`src/hdl/ols_pkg.sv`:
```
`default_nettype none
// ----------------------------------------------------------------------------
// ols_pkg
// Shared constants, codes and beat structures of the ordered list store.
// ----------------------------------------------------------------------------
package ols_pkg;

   localparam int CAPACITY = 64;
   localparam int ADDR_W   = $clog2(CAPACITY);
   localparam int CNT_W    = $clog2(CAPACITY + 1);

   // fixed field widths of the request and response beats
   localparam int POS_W    = 7;
   localparam int VAL_W    = 32;
   localparam int LEN_W    = 7;
   localparam int OCNT_W   = 7;
   localparam int CMP_W    = (CNT_W > POS_W) ? CNT_W : POS_W;

   typedef enum logic [2:0] {
      REQ_CLEAR      = 3'd0,
      REQ_APPEND     = 3'd1,
      REQ_INSERT     = 3'd2,
      REQ_REMOVE_AT  = 3'd3,
      REQ_REMOVE_ALL = 3'd4,
      REQ_SEARCH     = 3'd5,
      REQ_COUNT      = 3'd6,
      REQ_RETRIEVE   = 3'd7
   } req_code_type;

   typedef enum logic [1:0] {
      STAT_OK   = 2'd0,
      STAT_POS  = 2'd1,
      STAT_FULL = 2'd2
   } status_type;

   typedef struct packed {
      req_code_type           kind;
      logic [POS_W-1:0]       position;
      logic signed [VAL_W-1:0] value;
      logic                   group_first;
      logic [LEN_W-1:0]       group_length;
   } ols_req_type;

   typedef struct packed {
      logic signed [VAL_W-1:0]  result_value;
      logic signed [OCNT_W-1:0] result_index;
      logic [OCNT_W-1:0]        match_count;
      logic [OCNT_W-1:0]        fill_level;
      logic                     list_full;
      logic                     list_empty;
      status_type               status;
   } ols_rsp_type;

   typedef struct packed {
      logic              en;
      logic [ADDR_W-1:0] addr;
      logic [VAL_W-1:0]  data;
   } ols_wr_type;

endpackage : ols_pkg
`default_nettype wire

```
`src/hdl/ordered_list_store.sv`:
```
`default_nettype none
// ----------------------------------------------------------------------------
// ordered_list_store
// Bounded ordered list of signed 32-bit words kept in a single entry RAM.
//   req_* : one request beat per operation; req_tuser selects the operation
//           (clear, append, insert, remove at, remove all, search, count,
//           retrieve) and flags the first beat of an append group.
//   rsp_* : one response beat per request, in order: retrieved/removed word,
//           search index, match count, size, full/empty flags and status.
// Operation (N = list size):
//   clear, append, rejected requests : answered straight from idle
//   insert / remove at position P    : walk entries P to N - 1, then finish
//   search, count, remove all        : sweep all N entries; retrieve : one read
//   One request in work at a time, one RAM entry read per cycle; worst case
//   is a full sweep of all CAPACITY entries.
// Reset: list empty, open append group dropped; RAM is not cleared, entries
//   beyond the size are never read.
// Backpressure: a stalled response is held in the output register while the
//   next request is worked up to its own response; then req_tready stays low.
// ----------------------------------------------------------------------------
module ordered_list_store
   import ols_pkg::*;
(
   input  wire logic        clock,
   input  wire logic        reset,

   input  wire logic        req_tvalid,
   output logic             req_tready,
   // [6:0] position, [38:7] value, [45:39] group_length, [47:46] zero
   input  wire logic [47:0] req_tdata,
   // [2:0] req_type, [3] group_first
   input  wire logic [3:0]  req_tuser,

   output logic             rsp_tvalid,
   input  wire logic        rsp_tready,
   // [31:0] result_value, [38:32] result_index, [45:39] match_count,
   // [52:46] size, [53] list_full, [54] list_empty, [56:55] status,
   // [63:57] zero
   output logic [63:0]      rsp_tdata
);

   ols_req_type       req;
   ols_rsp_type       res;
   logic              res_valid;
   logic              res_ready;
   ols_wr_type        mem_wr;
   logic              mem_rd_en;
   logic [ADDR_W-1:0] mem_rd_addr;
   logic [VAL_W-1:0]  mem_rd_data;

   logic              rsp_valid_ff, rsp_valid_in;
   ols_rsp_type       rsp_ff;

   // unpack the request beat
   assign req.kind         = req_code_type'(req_tuser[2:0]);
   assign req.group_first  = req_tuser[3];
   assign req.position     = req_tdata[6:0];
   assign req.value        = req_tdata[38:7];
   assign req.group_length = req_tdata[45:39];

   ols_ram #(
      .WIDTH (VAL_W),
      .DEPTH (CAPACITY)
   ) u_entries (
      .clock   (clock),
      .wr_en   (mem_wr.en),
      .wr_addr (mem_wr.addr),
      .wr_data (mem_wr.data),
      .rd_en   (mem_rd_en),
      .rd_addr (mem_rd_addr),
      .rd_data (mem_rd_data)
   );

   ols_ctrl u_ctrl (
      .clock       (clock),
      .reset       (reset),
      .req_valid   (req_tvalid),
      .req_ready   (req_tready),
      .req         (req),
      .res_valid   (res_valid),
      .res_ready   (res_ready),
      .res         (res),
      .mem_wr      (mem_wr),
      .mem_rd_en   (mem_rd_en),
      .mem_rd_addr (mem_rd_addr),
      .mem_rd_data (mem_rd_data)
   );

   // output register: free when empty or being drained this cycle
   assign res_ready = !rsp_valid_ff || rsp_tready;

   always_comb begin
      rsp_valid_in = rsp_valid_ff;
      if (res_valid && res_ready) begin
         rsp_valid_in = 1'b1;
      end else if (rsp_tready) begin
         rsp_valid_in = 1'b0;
      end
   end

   always_ff @(posedge clock) begin
      if (reset) begin
         rsp_valid_ff <= 1'b0;
      end else begin
         rsp_valid_ff <= rsp_valid_in;
      end
      if (res_valid && res_ready) begin
         rsp_ff <= res;
      end
   end

   assign rsp_tvalid = rsp_valid_ff;
   assign rsp_tdata  = {7'd0,
                        rsp_ff.status,
                        rsp_ff.list_empty,
                        rsp_ff.list_full,
                        rsp_ff.fill_level,
                        rsp_ff.match_count,
                        rsp_ff.result_index,
                        rsp_ff.result_value};

endmodule : ordered_list_store
`default_nettype wire

```
`src/hdl/ols_ram.sv`:
```
`default_nettype none
// ----------------------------------------------------------------------------
// ols_ram
// Generic simple dual-port RAM: one write port, one read port, registered read.
// ----------------------------------------------------------------------------
module ols_ram #(
   parameter int WIDTH = 32,
   parameter int DEPTH = 64
) (
   input  wire logic                     clock,
   input  wire logic                     wr_en,
   input  wire logic [$clog2(DEPTH)-1:0] wr_addr,
   input  wire logic [WIDTH-1:0]         wr_data,
   input  wire logic                     rd_en,
   input  wire logic [$clog2(DEPTH)-1:0] rd_addr,
   output logic      [WIDTH-1:0]         rd_data
);

   logic [WIDTH-1:0] mem_ff [DEPTH];

   always_ff @(posedge clock) begin
      if (wr_en) begin
         mem_ff[wr_addr] <= wr_data;
      end
      if (rd_en) begin
         rd_data <= mem_ff[rd_addr];
      end
   end

endmodule : ols_ram
`default_nettype wire

```
`src/hdl/ols_ctrl.sv`:
```
`default_nettype none
// ----------------------------------------------------------------------------
// ols_ctrl
// Request sequencer: decodes a request, walks the entry RAM through a registered
// read, writes shifted or compacted entries back, builds the result.
// ----------------------------------------------------------------------------
module ols_ctrl
   import ols_pkg::*;
(
   input  wire logic              clock,
   input  wire logic              reset,
   input  wire logic              req_valid,
   output logic                   req_ready,
   input  wire ols_req_type       req,
   output logic                   res_valid,
   input  wire logic              res_ready,
   output ols_rsp_type            res,
   output ols_wr_type             mem_wr,
   output logic                   mem_rd_en,
   output logic [ADDR_W-1:0]      mem_rd_addr,
   input  wire logic [VAL_W-1:0]  mem_rd_data
);

   typedef enum logic [1:0] {
      S_IDLE,
      S_SCAN,
      S_FINISH,
      S_DONE
   } state_type;

   state_type         state_ff,    state_in;
   req_code_type      kind_ff,     kind_in;
   logic [ADDR_W-1:0] pos_ff,      pos_in;
   logic [VAL_W-1:0]  val_ff,      val_in;
   logic [CNT_W-1:0]  count_ff,    count_in;
   logic              group_ok_ff, group_ok_in;
   logic [CNT_W-1:0]  rem_ff,      rem_in;
   logic [ADDR_W-1:0] rd_addr_ff,  rd_addr_in;
   logic              down_ff,     down_in;
   logic              p_valid_ff,  p_valid_in;
   logic [ADDR_W-1:0] p_addr_ff,   p_addr_in;
   logic [CNT_W-1:0]  wr_ptr_ff,   wr_ptr_in;
   logic [CNT_W-1:0]  matches_ff,  matches_in;
   logic              found_ff,    found_in;
   logic [ADDR_W-1:0] idx_ff,      idx_in;
   logic [VAL_W-1:0]  rv_ff,       rv_in;
   status_type        status_ff,   status_in;

   logic [CMP_W-1:0]  pos_w;
   logic [CMP_W-1:0]  cnt_w;
   logic [CMP_W:0]    group_end;
   logic              hit;

   assign req_ready   = (state_ff == S_IDLE);
   assign res_valid   = (state_ff == S_DONE);
   assign mem_rd_addr = rd_addr_ff;
   assign hit         = (mem_rd_data == val_ff);

   assign pos_w     = CMP_W'(req.position);
   assign cnt_w     = CMP_W'(count_ff);
   assign group_end = (CMP_W+1)'(count_ff) + (CMP_W+1)'(req.group_length);

   always_comb begin
      state_in    = state_ff;
      kind_in     = kind_ff;
      pos_in      = pos_ff;
      val_in      = val_ff;
      count_in    = count_ff;
      group_ok_in = group_ok_ff;
      rem_in      = rem_ff;
      rd_addr_in  = rd_addr_ff;
      down_in     = down_ff;
      p_valid_in  = p_valid_ff;
      p_addr_in   = p_addr_ff;
      wr_ptr_in   = wr_ptr_ff;
      matches_in  = matches_ff;
      found_in    = found_ff;
      idx_in      = idx_ff;
      rv_in       = rv_ff;
      status_in   = status_ff;
      mem_wr      = '0;
      mem_rd_en   = 1'b0;

      case (state_ff)
         S_IDLE: begin
            if (req_valid) begin
               kind_in    = req.kind;
               pos_in     = ADDR_W'(req.position);
               val_in     = req.value;
               matches_in = '0;
               found_in   = 1'b0;
               idx_in     = '0;
               rv_in      = '0;
               wr_ptr_in  = '0;
               p_valid_in = 1'b0;
               status_in  = STAT_OK;
               down_in    = 1'b0;
               rd_addr_in = '0;
               rem_in     = count_ff;
               state_in   = S_DONE;
               case (req.kind)
                  REQ_CLEAR: begin
                     count_in    = '0;
                     group_ok_in = 1'b0;
                  end
                  REQ_APPEND: begin
                     if (req.group_first) begin
                        if ((req.group_length != '0) &&
                            (group_end <= (CMP_W+1)'(CAPACITY))) begin
                           mem_wr.en   = 1'b1;
                           mem_wr.addr = ADDR_W'(count_ff);
                           mem_wr.data = req.value;
                           count_in    = count_ff + 1'b1;
                           group_ok_in = 1'b1;
                        end else begin
                           group_ok_in = 1'b0;
                           status_in   = STAT_FULL;
                        end
                     end else if (group_ok_ff && (count_ff != CNT_W'(CAPACITY))) begin
                        mem_wr.en   = 1'b1;
                        mem_wr.addr = ADDR_W'(count_ff);
                        mem_wr.data = req.value;
                        count_in    = count_ff + 1'b1;
                     end else begin
                        status_in = STAT_FULL;
                     end
                  end
                  REQ_INSERT: begin
                     if (pos_w > cnt_w) begin
                        status_in = STAT_POS;
                     end else if (count_ff == CNT_W'(CAPACITY)) begin
                        status_in = STAT_FULL;
                     end else begin
                        // walk from the top entry down to the insert point
                        rem_in     = CNT_W'(cnt_w - pos_w);
                        rd_addr_in = ADDR_W'(count_ff - 1'b1);
                        down_in    = 1'b1;
                        state_in   = S_SCAN;
                     end
                  end
                  REQ_REMOVE_AT: begin
                     if (pos_w >= cnt_w) begin
                        status_in = STAT_POS;
                     end else begin
                        rem_in     = CNT_W'(cnt_w - pos_w);
                        rd_addr_in = ADDR_W'(req.position);
                        state_in   = S_SCAN;
                     end
                  end
                  REQ_RETRIEVE: begin
                     if (pos_w >= cnt_w) begin
                        status_in = STAT_POS;
                     end else begin
                        rem_in     = CNT_W'(1);
                        rd_addr_in = ADDR_W'(req.position);
                        state_in   = S_SCAN;
                     end
                  end
                  default: begin
                     // remove all, search, count: full sweep from entry 0
                     state_in = S_SCAN;
                  end
               endcase
            end
         end

         S_SCAN: begin
            if (rem_ff != '0) begin
               mem_rd_en  = 1'b1;
               rem_in     = rem_ff - 1'b1;
               rd_addr_in = down_ff ? (rd_addr_ff - 1'b1) : (rd_addr_ff + 1'b1);
               p_valid_in = 1'b1;
               p_addr_in  = rd_addr_ff;
            end else begin
               p_valid_in = 1'b0;
               state_in   = S_FINISH;
            end

            // data read last cycle comes back now
            if (p_valid_ff) begin
               case (kind_ff)
                  REQ_INSERT: begin
                     mem_wr.en   = 1'b1;
                     mem_wr.addr = p_addr_ff + 1'b1;
                     mem_wr.data = mem_rd_data;
                  end
                  REQ_REMOVE_AT: begin
                     if (p_addr_ff == pos_ff) begin
                        rv_in = mem_rd_data;
                     end else begin
                        mem_wr.en   = 1'b1;
                        mem_wr.addr = p_addr_ff - 1'b1;
                        mem_wr.data = mem_rd_data;
                     end
                  end
                  REQ_REMOVE_ALL: begin
                     if (hit) begin
                        matches_in = matches_ff + 1'b1;
                     end else begin
                        mem_wr.en   = 1'b1;
                        mem_wr.addr = wr_ptr_ff[ADDR_W-1:0];
                        mem_wr.data = mem_rd_data;
                        wr_ptr_in   = wr_ptr_ff + 1'b1;
                     end
                  end
                  REQ_SEARCH: begin
                     if (hit && !found_ff) begin
                        found_in = 1'b1;
                        idx_in   = p_addr_ff;
                     end
                  end
                  REQ_COUNT: begin
                     if (hit) begin
                        matches_in = matches_ff + 1'b1;
                     end
                  end
                  REQ_RETRIEVE: begin
                     rv_in = mem_rd_data;
                  end
                  default: begin
                  end
               endcase
            end
         end

         S_FINISH: begin
            case (kind_ff)
               REQ_INSERT: begin
                  mem_wr.en   = 1'b1;
                  mem_wr.addr = pos_ff;
                  mem_wr.data = val_ff;
                  count_in    = count_ff + 1'b1;
               end
               REQ_REMOVE_AT: begin
                  count_in = count_ff - 1'b1;
               end
               REQ_REMOVE_ALL: begin
                  count_in = wr_ptr_ff;
               end
               default: begin
               end
            endcase
            state_in = S_DONE;
         end

         S_DONE: begin
            if (res_ready) begin
               state_in = S_IDLE;
            end
         end

         default: begin
            state_in = S_IDLE;
         end
      endcase
   end

   always_ff @(posedge clock) begin
      if (reset) begin
         state_ff    <= S_IDLE;
         count_ff    <= '0;
         group_ok_ff <= 1'b0;
         p_valid_ff  <= 1'b0;
         rem_ff      <= '0;
      end else begin
         state_ff    <= state_in;
         count_ff    <= count_in;
         group_ok_ff <= group_ok_in;
         p_valid_ff  <= p_valid_in;
         rem_ff      <= rem_in;
      end
      kind_ff    <= kind_in;
      pos_ff     <= pos_in;
      val_ff     <= val_in;
      rd_addr_ff <= rd_addr_in;
      down_ff    <= down_in;
      p_addr_ff  <= p_addr_in;
      wr_ptr_ff  <= wr_ptr_in;
      matches_ff <= matches_in;
      found_ff   <= found_in;
      idx_ff     <= idx_in;
      rv_ff      <= rv_in;
      status_ff  <= status_in;
   end

   always_comb begin
      res.result_value = rv_ff;
      if (kind_ff == REQ_SEARCH) begin
         res.result_index = found_ff ? OCNT_W'(idx_ff) : '1;
      end else begin
         res.result_index = '0;
      end
      res.match_count = OCNT_W'(matches_ff);
      res.fill_level  = OCNT_W'(count_ff);
      res.list_full   = (count_ff == CNT_W'(CAPACITY));
      res.list_empty  = (count_ff == '0);
      res.status      = status_ff;
   end

endmodule : ols_ctrl
`default_nettype wire
```
`config.mk`:
```
export PLATFORM = sky130hd
export DESIGN_NAME = ordered_list_store
export DESIGN_NICKNAME = d
export VERILOG_FILES = /design/src/hdl/ols_pkg.sv /design/src/hdl/ordered_list_store.sv /design/src/hdl/ols_ram.sv /design/src/hdl/ols_ctrl.sv
export SDC_FILE = /design/constraint.sdc
export NUM_CORES = 2
export LEC_CHECK = 0
export CORE_MARGIN = 1.5
export CORE_UTILIZATION = 35
export DETAILED_ROUTE_END_ITERATION = 8
export DONT_BUFFER_PORTS = 1
export PLACE_DENSITY_LB_ADDON = 0.1
export SYNTH_ARGS = -nofsm -noshare
export SYNTH_HDL_FRONTEND = slang
export SYNTH_HIERARCHICAL = 1
export SYNTH_SLANG_ARGS = --single-unit
export TNS_END_PERCENT = 100
```
`constraint.sdc`:
```
create_clock -name clock -period 5.96 [get_ports clock]
set_clock_uncertainty 0.1 [all_clocks]
set_input_delay 0.596 -clock clock [delete_from_list [all_inputs] [get_ports clock]]
set_output_delay 0.596 -clock clock [all_outputs]
set_load 0.005 [all_outputs]
```
==> Word-level counts from Yosys, hierarchy flattened <==
Memories as Yosys holds them, arrays and structs flattened. A register that Yosys moved wholly into a read port is not among the register bits.
Cells that the tools add are included.
{ "op_classes": {"add_sub_neg": 11, "n_reduce_logical": 31, "n_eq_ne": 35, "mux": 85, "n_lt_le_gt_ge": 3, "n_bitwise": 1} }
{ "op_table": {"columns": ["op", "count"], "rows": [
  ["$mux 39", 9],
  ["$pmux 39 s3", 2],
  ["$pmux 32 s2", 2],
  ["$mux 7", 18],
  ["$mux 32", 3],
  ["$pmux 7 s2", 5],
  ["$mux 6", 10],
  ["$pmux 7 s3", 2],
  ["$pmux 6 s2", 3],
  ["$eq 32x32->1", 1],
  ["$mux 2", 11],
  ["$add 7x1->7 const B", 3],
  ["$reduce_and 5->1", 4],
  ["$eq 3x3->1 const B", 5],
  ["$mux 1", 14],
  ["$ne 2x1->1 const B", 7],
  ["$reduce_bool 7->1", 2],
  ["$sub 7x1->7 const B", 2],
  ["$add 6x1->6 const B", 2],
  ["$eq 3x2->1 const B", 4],
  ["$pmux 2 s3", 2],
  ["$sub 6x1->6 const B", 2],
  ["$ne 2x2->1 const B", 5],
  ["$add 7x7->8", 1],
  ["29 further kinds", 47]
]} }
{ "word_totals": {"input_bits": 56, "mem_bits_rw": 2048, "wordCells": 192, "n_memories": 1, "regBits": 185} }
{ "mem_list": {"columns": ["name", "words", "word_bits", "read_ports", "rd_clocked_by_memory_dff", "write_ports", "line", "text"], "rows": [
  ["u_entries.mem_ff", 64, 32, 1, 1, 1, "ols_ram.sv:19", "logic [WIDTH-1:0] mem_ff [DEPTH];"]
]} }

==> Longest topological paths before layout <==
{ "logic_depth": {"word_depth": 10, "ltp_mapped": 16, "mapped_depth_nobuf": 13} }

==> Hierarchy <==
The synthesis kept the hierarchy.
{ "by_module_without_submodules": {"columns": ["module", "seq_area_each_um2", "n_inst", "area_each_um2", "cells_per_inst"], "rows": [
  ["ols_ram", 62459.9, 1, 79359.9, 3511],
  ["ols_ctrl", 3633.5, 1, 7752.4, 753],
  ["ordered_list_store", 1731.7, 1, 1823.0, 70]
]} }

==> Worst setup path after synthesis <==
OpenSTA, ideal clock, no wires.
{ "synth_timing": {"kind": "input -> register", "from": "input req_tdata[39]", "to": "memory u_entries.mem_ff[28][0], enable pin", "required_time_ps": 5439, "stages": 15, "t_arrival_ps": 5359, "setup_slack_ps": 80, "setup_time_ps": 421, "path_cell_list": "ha_1 > fa_1 > xor2_1 > or3_1 > a2111oi_4 > o21ai_2 > a211oi_2 > buf_2 > a32oi_1 > a21oi_1 > clkbuf_1 > or3b_2 > or2_2 > clkbuf_1 > nor2_1"} }
{ "synth_lines": {"columns": ["element", "line", "text"], "rows": [
  ["start: declaration", "ordered_list_store.sv:30", "input wire logic [47:0] req_tdata,"],
  ["end: declaration", "ols_ram.sv:19", null]
]} }

==> impl_summary.txt <==
----------------------------------------------------
[Status]
  Status ... finished clean

[Power and ir drop]
  Tot Pwr ... 46700 uW
  Power density relative to cell area ... 450 nW/um^2
  VDD IR-drop max ... 0.280 mV
  Static leakage power ... 0.0343 uW

[Timing]
  Number of endpoints failing setup at the final stage ... 0
  Final sum of negative setup slack ... 0 ns
  Highest Clock Rate ... 189 MHz
  Part of the cycle the worst path needs ... 88.7%
  Actual transition at the worst max-transition pin ... 1.27 ns
  Final critical path time including I/O delays and setup ... 5.28 ns
  Unrepaired setup endpoints after global routing ... no
  Number of failing hold endpoints at the final stage ... 0
  Worst-case headroom to the max-slew limit ... 14.4%
  Final-report max-slew violation count ... 0

[Worst setup path]
  Largest delay contributor family on the critical path ... simple AND/OR/NAND/NOR gates
  Longest individual stage delay on the worst path ... 0.81 ns
  Arrival time of the worst setup path ... 5.76 ns
  Crit-path cells ... ha_1, fa_1, a211oi_1, nor2_1, xor2_1, a2111oi_4, o21ai_2, a211oi_4, buf_4, nor3_1, nor2_1, buf_4, nand3_1, buf_4, nor2_4, buf_4
  Largest driver fanout on the critical path ... 34
  Number of buffers and inverters on the critical path ... 4
  CP Launch Type ... flip-flop
  Critical path required time ... 6.43 ns
  CP Class ... flip-flop to flip-flop
  Most common cell type on the critical path ... buf_4
  Register-to-register path setup slack ... 0.68 ns
  Crit. End Element ... flip-flop
  Slowest CP cell ... nor2_4

[Routing]
  Antenna viol nets, final ... 0
  Remaining design rule violation count ... 0
  Total wirelength of the detailed-routed design ... 267000 um
  Via-to-Cell Ratio ... 5.47
  First DRT Iteration DRCs ... 4996
  Via count of the routed design ... 44900
  Avg WL per Cell ... 32.5 um
  DRT Pass-1 Iters ... 8

[Final layout]
  Commonest cells after routing, fill and taps aside ... edfxtp_1, mux4_2, clkbuf_16
  Ratio of cells with drive above 1 in the final layout ... 24.6%
  Layout net count ... 4740
  Most common cell after layout, fill and taps aside ... edfxtp_1
  Area delta synth->final ... 16.7%
  Fill cell total of the finished layout ... 22300
  Count of placed standard cells in the final layout, fillers left out ... 8213

[Placed design]
  Count of placed standard cells including taps ... 7713
  Placer's final routability congestion estimate ... 0.804
  Port-buffer cells ... 0
  Post-detail-place hpwl ... 165000 um

[Floorplan]
  Std-Cell Rows ... 184
  Floorplan Core Area ... 252000 um^2
  Die Span Y ... 507 um
  Width of the die ... 507 um
  Starting density of the core ... 35.3%
  Die footprint ... 257000 um^2
  Boundary pin count ... 122

[Clock tree]
  Clk Latency, worst-skew pair ... 0.89 ns
  Clock tree from TritonCTS ... yes
  CTS root buf ... clkbuf_16
  # clock sinks ... 2265
  Clock transition at the register clock pins on the worst setup and hold paths after CTS ... 0.06 ns
  Post CTS Setup Buffer Count ... 0
  Number of H-tree levels ... 4
  Number of buffers created by CTS ... 237
  Number of buffers on the longest clock path ... 3

[Logic synthesis]
  Post-synthesis compound-gate area fraction ... 4.46%
  Post-synthesis register bit count ... 2265
  Cell types occupying the most area after synthesis ... edfxtp_1, mux4_2, mux2i_1, a22oi_1, nor2_1
  Average footprint of a synthesized cell ... 20.5 um^2
  Area share of the largest cell type after synthesis ... 75.8%
  Adder-Cell Fraction of Synth Area ... 0.518%
  Sequential cell area fraction in the yosys report ... 76.3%
  Netlist cell types ... 85
  Post-synth design cell area ... 88900 um^2
  Number of flops mapped to enable cells by yosys ... 2246
  Dominant combinational cell family by area after synthesis ... multiplexers
  XOR/XNOR share of the synthesized area ... 0.680%
  Proportion of register bits with asynchronous set or reset after synthesis ... 0%
  Gate Count Post-Synth ... 4334
  Cell taking the most area after synthesis ... edfxtp_1
  Prevailing post-synth register cell ... edfxtp_1
  Multiplexer fraction of the synthesized cell area ... 13.5%
  Share of synthesized cell area in and, or, nand and nor gates ... 2.75%
  Number of warning messages in the yosys log ... 6

[Global route]
  First-pass GRT wire length ... 370000 um
  Total overflow reported by the global router ... 0
  Vias in the first global route ... 45100
  Initial antenna violation count ... 23
  Pin count of the biggest net entering global routing ... 82
  Global-route usage over all layers ... 20.6%

[Flow run]
  Number of max-cap violations ... 0

[Worst hold path]
  HP Class ... input port to flip-flop

----------------------------------------------------
==> cells in the mapped netlist, types with 10 or more instances <==
library cell and n:
xnor2_1 27, buf_2 58, nor2b_1 31, o22a_1 12
clkbuf_1 106, o221ai_1 20, o21ai_0 52, nor2_1 147
nor3_1 21, a31oi_1 21, mux2i_1 192, ha_1 32
dfxtp_1 19, and3_1 10, nand2b_1 17, o211ai_1 15
buf_4 36, a21oi_1 77, mux4_2 446, xor2_1 42
a22o_1 14, nand3_1 66, nor4_1 13, inv_1 45
nand2_1 72, a222oi_1 34, a211oi_1 25, buf_6 32
a22oi_1 139, and2_1 52, a21o_1 11, a311o_1 15
edfxtp_1 2246, o22ai_1 43
==> layer usage <==
metal / track usage, % / up-vias / share of wire (%)
met5: 0 / - / 0
met4: 4.55 / 0 / 2.0
met3: 3.21 / 274 / 5.8
met2: 32.8 / 1439 / 47
met1: 29.8 / 24400 / 45
li1: - / 18800 / -
==> cell type report <==
type | count | area (um^2) | share of cell area (%)
clock inverters | 143 | 1260 | 1.22
repair buffers | 320 | 3850 | 3.71
multi-input cells | 1779 | 20300 | 19.5
clock buffers | 302 | 6230 | 6.00
inverters | 46 | 173 | 0.166
flip-flops and latches | 2265 | 67800 | 65.3
diodes | 10 | 25.0 | 0.0241
well taps | 3348 | 4190 | 4.03
==> stage by stage <==
step	setup slack [ns]	cell area (um^2)	hold slack [ns]	util, %
after floorplan	0.0797	89000	0.300	-
after global placement	0.317	95900	0.307	38.0
after detailed placement	0.394	95900	0.307	38.0
after CTS	0.617	104000	0.0101	41.2
after global routing	0.383	104000	0.0481	41.2
final	0.675	104000	0.0856	41.2
==> path summary, 6_finish.rpt <==
check / from / to / depth (start not counted)
max reg2reg: u_ctrl/cnt_w[0]$_SDFFE_PP0P_ / u_entries/mem_ff[17][8]$_DFFE_PP_ / 16
min: req_tuser[0] / u_ctrl/status_ff[1]$_DFFE_PP_ / 3
max: u_ctrl/cnt_w[0]$_SDFFE_PP0P_ / u_entries/mem_ff[17][8]$_DFFE_PP_ / 16
min reg2reg: u_ctrl/rv_ff[3]$_SDFFCE_PN0P_ / rsp_tdata[3]$_DFFE_PP_ / 0
==> registers in the layout (all words and copies together), names as in the netlist, 3 cells and up <==
name,cells
u_ctrl/wr_ptr_ff,7
u_ctrl/p_addr_ff,6
u_ctrl/idx_ff,6
u_ctrl/val_ff,32
u_ctrl/rem_ff,7
u_ctrl/rv_ff,32
u_ctrl/cnt_w,7
u_ctrl/pos_ff,6
u_ctrl/mem_rd_addr,6
rsp_tdata,57
u_entries/mem_ff,2048
u_entries/rd_data,32
u_ctrl/matches_ff,7
u_ctrl/kind_ff,3
==> kinds of logic (layout without fill, tap and decap cells) <==
family / count (synthesis) / in the layout
other: 1 / 17
buffers and inverters: 296 / 811
AO/OA/AOI/OAI: 545 / 545
flip-flops: 2265 / 2265
multiplexers: 638 / 638
adder cells (fa/ha/maj): 35 / 35
XOR/XNOR: 69 / 69
AND/OR/NAND/NOR: 485 / 485
==> timing repair <==
item                                    in CTS  in global routing
endpoints found under the setup margin       0                  0
endpoints found under the hold margin       69                  0
gates resized for setup                      0                  0
hold buffers                                45                  0
==> worst register-to-register path: stages, from the launching register on <==
cell	delay, ns
dfxtp_1	0.32
ha_1	0.22
fa_1	0.42
a211oi_1	0.31
nor2_1	0.12
xor2_1	0.18
a2111oi_4	0.29
o21ai_2	0.19
a211oi_4	0.48
buf_4	0.47
nor3_1	0.13
nor2_1	0.14
buf_4	0.21
nand3_1	0.11
buf_4	0.18
nor2_4	0.81
buf_4	0.32
==> report_power, final <==
part           internal [uW]  switching [uW]
logic                   4790            8680
registers              18400             492
clock network           8150            6240
total                  31300           15400
(Power assumes the default switching activity.)
